$ cat src/sps_pkg.sv
// Shared constants, types and the arctangent table for the spectrum phase shift block.
package sps_pkg;

    // Default sizing handed to the top level
    localparam int MAX_LOG2_SIZE_DEF = 16;
    localparam int SAMPLE_WIDTH_DEF  = 24;

    // Register file layout
    localparam int CFG_IDX_W  = 2;
    localparam int CFG_DATA_W = 32;
    localparam int LOG2_W     = 5;
    localparam int PHASE_W    = 32;
    localparam int GAIN_W     = 24;

    localparam logic [CFG_IDX_W-1:0] REG_LOG2_SIZE  = 2'd0;
    localparam logic [CFG_IDX_W-1:0] REG_PHASE_STEP = 2'd1;
    localparam logic [CFG_IDX_W-1:0] REG_GAIN       = 2'd2;

    localparam logic [LOG2_W-1:0]         LOG2_RESET  = 5'd10;
    localparam logic signed [PHASE_W-1:0] PHASE_RESET = 32'sd0;
    localparam logic signed [GAIN_W-1:0]  GAIN_RESET  = 24'sd65536;

    // Rotator
    localparam int CORDIC_STEPS = 24;
    localparam int STEP_W       = 5;
    localparam int GUARD_BITS   = 6;
    localparam int ATAN_W       = 30;
    localparam int INVK_W       = 25;
    // 1/K in Q24, kept positive in a signed field
    localparam logic signed [INVK_W-1:0] INVK = 25'sd10188014;

    // Commands from the controller to the datapath
    typedef struct packed {
        logic              load_in;
        logic              mul;
        logic              setup;
        logic              iter;
        logic [STEP_W-1:0] step;
        logic              comp;
        logic              scale;
        logic              out_load;
    } t_dp_cmd;

    // Status from the datapath to the controller
    typedef struct packed {
        logic out_free;
    } t_dp_status;

    // Arctangent of 2^-s in 2^-32 turns
    function automatic logic [ATAN_W-1:0] atan_lut(input logic [STEP_W-1:0] s);
        logic [ATAN_W-1:0] v;
        begin
            case (s)
                5'd0:    v = 30'h20000000;
                5'd1:    v = 30'h12e4051d;
                5'd2:    v = 30'h09fb385b;
                5'd3:    v = 30'h051111d4;
                5'd4:    v = 30'h028b0d43;
                5'd5:    v = 30'h0145d7e1;
                5'd6:    v = 30'h00a2f61e;
                5'd7:    v = 30'h00517c55;
                5'd8:    v = 30'h0028be53;
                5'd9:    v = 30'h00145f2e;
                5'd10:   v = 30'h000a2f98;
                5'd11:   v = 30'h000517cc;
                5'd12:   v = 30'h00028be6;
                5'd13:   v = 30'h000145f3;
                5'd14:   v = 30'h0000a2f9;
                5'd15:   v = 30'h0000517c;
                5'd16:   v = 30'h000028be;
                5'd17:   v = 30'h0000145f;
                5'd18:   v = 30'h00000a2f;
                5'd19:   v = 30'h00000517;
                5'd20:   v = 30'h0000028b;
                5'd21:   v = 30'h00000145;
                5'd22:   v = 30'h000000a2;
                5'd23:   v = 30'h00000051;
                default: v = '0;
            endcase
            return v;
        end
    endfunction

endpackage

$ cat src/sps_ctrl.sv
// Sequencer: steps one bin through multiply, setup, rotation, scaling and output.
module sps_ctrl (
    input  logic                i_clk,
    input  logic                i_rst_n,
    input  logic                i_in_valid,
    output logic                o_in_ready,
    input  sps_pkg::t_dp_status i_status,
    output sps_pkg::t_dp_cmd    o_cmd
);
    import sps_pkg::*;

    typedef enum logic [2:0] {
        S_IDLE,
        S_MUL,
        S_SETUP,
        S_ITER,
        S_COMP,
        S_SCALE,
        S_OUT
    } t_state;

    localparam logic [STEP_W-1:0] LAST_STEP = STEP_W'(CORDIC_STEPS - 1);

    t_state            r_state, n_state;
    logic [STEP_W-1:0] r_step, n_step;
    logic              accept;

    assign o_in_ready = (r_state == S_IDLE);
    assign accept     = i_in_valid && o_in_ready;

    // Decode commands from the current state
    always_comb begin
        o_cmd          = '0;
        o_cmd.load_in  = accept;
        o_cmd.mul      = (r_state == S_MUL);
        o_cmd.setup    = (r_state == S_SETUP);
        o_cmd.iter     = (r_state == S_ITER);
        o_cmd.step     = r_step;
        o_cmd.comp     = (r_state == S_COMP);
        o_cmd.scale    = (r_state == S_SCALE);
        o_cmd.out_load = (r_state == S_OUT) && i_status.out_free;
    end

    // Advance through the sequence
    always_comb begin
        n_state = r_state;
        n_step  = r_step;
        unique case (r_state)
            S_IDLE:  if (accept) n_state = S_MUL;
            S_MUL:   n_state = S_SETUP;
            S_SETUP: begin
                n_state = S_ITER;
                n_step  = '0;
            end
            S_ITER: begin
                if (r_step == LAST_STEP) begin
                    n_state = S_COMP;
                    n_step  = '0;
                end else begin
                    n_step = r_step + 1'b1;
                end
            end
            S_COMP:  n_state = S_SCALE;
            S_SCALE: n_state = S_OUT;
            S_OUT:   if (i_status.out_free) n_state = S_IDLE;
            default: n_state = S_IDLE;
        endcase
    end

    // Hold state and step count
    always_ff @(posedge i_clk) begin
        if (!i_rst_n) begin
            r_state <= S_IDLE;
            r_step  <= '0;
        end else begin
            r_state <= n_state;
            r_step  <= n_step;
        end
    end

endmodule

$ cat config.mk
export PLATFORM = sky130hd
export DESIGN_NAME = sps_ctrl
export DESIGN_NICKNAME = d
export VERILOG_FILES = /design/src/sps_pkg.sv /design/src/sps_ctrl.sv
export SDC_FILE = /design/constraint.sdc
export NUM_CORES = 1
export LEC_CHECK = 0
export CORE_AREA = 2 2 39 41
export DETAILED_ROUTE_END_ITERATION = 6
export DIE_AREA = 0 0 41 43
export DONT_BUFFER_PORTS = 1
export HOLD_SLACK_MARGIN = 0.08
export SLEW_MARGIN = 0
export SYNTH_ARGS = -nofsm -noshare
export SYNTH_HDL_FRONTEND = slang
export SYNTH_SLANG_ARGS = --single-unit
$ cat constraint.sdc
create_clock -name i_clk -period 1.85 [get_ports i_clk]
set_clock_uncertainty 0.1 [all_clocks]
set_input_delay 0.2775 -clock i_clk [delete_from_list [all_inputs] [get_ports i_clk]]
set_output_delay 0.2775 -clock i_clk [all_outputs]
set_load 0.03 [all_outputs]
==> impl_metrics.toml <==
[timing]
hold_viol = 0
worst_pin_slew_ps = 394
setup_viol = 0
setup_tns_ps = 0
layout_setup_ws_ps = 142
slew_violations = 0
min_period_ps = 1710
slew_headroom_pct = 73.4
fmax_mhz = 586
whs_ps = 139
grt_setup_unrepaired = "no"
finalCritPeriodShare_pct = 92.3

[logic_synthesis]
synth_warnings = 0
synthXorXnorAreaFrac_pct = 0
synth_edf_count = 0
synthAdderAreaFrac_pct = 2.61
synthMuxAreaShare_pct = 0
synth_seq_area_share_pct = 33.4
synth_nets = 63
ys_types = 32
yosys-top-cells-area = "dfxtp_1, a21oi_1, nor3b_1, nand2_1, nand3_1"
yosysMostFrequentCell = "dfxtp_1"
synth_top_family_by_area = "simple AND/OR/NAND/NOR gates"
avgSynthCellArea_um2 = 8.26
synthTopCellsByCount = "dfxtp_1, a21oi_1, nand2_1"
ys.flop_type = "dfxtp_1"
synthSimpleGateAreaFrac_pct = 34.2
syn_inst = 58
synth-seq-cells = 8
netlist.top_cell.by_area = "dfxtp_1"
async_flop_share_pct = 0
synth_top_area_share_pct = 33.4
syn_area_um2 = 479
synth_compound_area_share_pct = 22.5

[route]
ant_nets = 0
post_drt_via_cell_ratio = 5.56
drt_iter0_drc = 2
vias = 473
post_drt_wl_per_cell_um = 13.0
drc_errors = 0
first_pass_iters = 3
wl_um = 1110

[finish]
drive_gt1_share_pct = 30.4
multi_input_area_um2 = 289
final_area_um2 = 601
diodes = 0
area_delta_synth_final_pct = 25.3
finalNetCount = 76
n_fill_cell = 152
seq_area_um2 = 161

[worst_setup_path]
critPathSlowestCell = "dfxtp_1"
arrival_ps = 1330
path_max_fanout = 8
critPathKind = "reg -> out"
path_buf_inv = 1
cp.required_ps = 1470
critPathLaunchType = "flip-flop"
cp-end-kind = "primary output"
max_stage_delay_ps = 370
crit_chain = "buf_4 -> nor3_2 -> and2_1"
crit_family = "simple AND/OR/NAND/NOR gates"

[floorplan]
die_w_um = 41
die_h_um = 43
core_mm2 = 0.00138
rows = 14
io_pins = 17
initial_utilization_pct = 34.6
die-area_mm2 = 0.00176

[global_routing]
grt_usage_pct = 15.3
grt_pass1_wl_um = 1790
grt_max_degree = 14
overflow = 0
antenna_found_initial = 0
grt_pass1_vias = 427

[clock_network]
cts_buffers = 3
post_cts_buffers = 0
h-tree-depth = 1
cts_tree = "done"
clk_path_buf_depth = 2
clkTransAtPathRegs_ps = 50
clock_latency_ps = 250
clockRootBuffer = "clkbuf_4"
cts.sinks = 8

[power]
switchingPower_w = 0.000140
p_int_w = 0.000301
clkPwrFrac_pct = 30.2
seqPwrFrac_pct = 43.2
p_leak_nw = 0.238
power_density_mw_per_mm2 = 734
swShare_pct = 31.7
power_frac_comb_pct = 26.6
p_total_w = 0.000441
irDropWorstVdd_uv = 351

[worst_hold_path]
hp-class = "in -> reg"

[run]
drv_cap = 0

[outcome]
outcome = "finished clean"

[placement]
dpl_worst_slack_ps = 313
gp_congestion = 0.724
io_buffers = 0
postPlaceCellArea_um2 = 567
area by class of cell:
| cell class | instances | area share [%] |
|---|---|---|
| clock buffer | 3 | 3.75 |
| timing repair buffer | 13 | 16.7 |
| multi-input combinational | 43 | 48.1 |
| inverter | 2 | 1.25 |
| sequential | 8 | 26.9 |
| tap | 16 | 3.33 |
power by group through the flow:
stage	Sequential (W)	Combinational, W	Clock, W
2_1_floorplan	0.000190	0.0000891	0
3_3_place_gp	0.000195	0.000115	0
3_5_place_dp	0.000194	0.000115	0
4_1_cts	0.000191	0.000117	0.000138
5_1_grt	0.000192	0.000126	0.000148
6_report	0.000190	0.000117	0.000133
registers in the layout, indices dropped and copies added, names as in the netlist:
signal / count
r_state: 3
r_step: 5
layer usage:
layer  part of all wire [%]  vias to the layer above  GRT usage, %
met5                      0                        -             0
met1                     48                      219          20.1
li1                       -                      236             -
met2                     44                       16          20.3
met3                    5.9                        2          3.66
met4                    1.7                        0          12.0
kinds of logic after synthesis:
kind of cell | count (synthesis)
flip-flops | 8
buffers and inverters | 7
AND/OR/NAND/NOR | 26
AO/OA/AOI/OAI | 16
adder cells (fa/ha/maj) | 1
per-stage QoR:
stage	cells	utilization, %
floorplan	58	-
CTS	85	43.3
detailed placement	81	41.0
global route	85	43.4
finish	85	43.4
global placement	81	41.0
worst register-to-register path, stage by stage (launching register included):
cell and delay [ps]:
dfxtp_1 310, ha_1 240, and4b_4 240, or4_1 470
a31oi_1 130
repair_timing:
action                                 4_1_cts  5_1_grt
setup endpoints to repair                    0        1
gates resized for setup                      0        1
hold buffers                                 1        0
endpoints found under the hold margin        1        0
layout by cell type (no fill, tap or decap), types with 2 or more instances in the layout:
| cell type | instances |
|---|---|
| buf_4 | 12 |
| nor3b_1 | 3 |
| clkbuf_4 | 3 |
| o21ai_0 | 3 |
| nand2b_1 | 2 |
| dfxtp_1 | 7 |
| a21oi_1 | 5 |
| nor2_1 | 2 |
| inv_1 | 2 |
| nand3_1 | 3 |
| nand2_1 | 5 |
path summary, 6_finish.rpt:
path / start / endpoint / slack, ps / depth (start not counted)
min: i_in_valid / r_state[1]$_SDFFE_PN0P_ / 140 / 2
min reg2reg: r_step[3]$_SDFFE_PN0P_ / r_step[3]$_SDFFE_PN0P_ / 440 / 2
max: r_state[1]$_SDFFE_PN0P_ / o_cmd[11] / 140 / 3
max reg2reg: r_step[0]$_SDFFE_PN0P_ / r_step[3]$_SDFFE_PN0P_ / 300 / 4
Power figures use the tool's default switching activity.
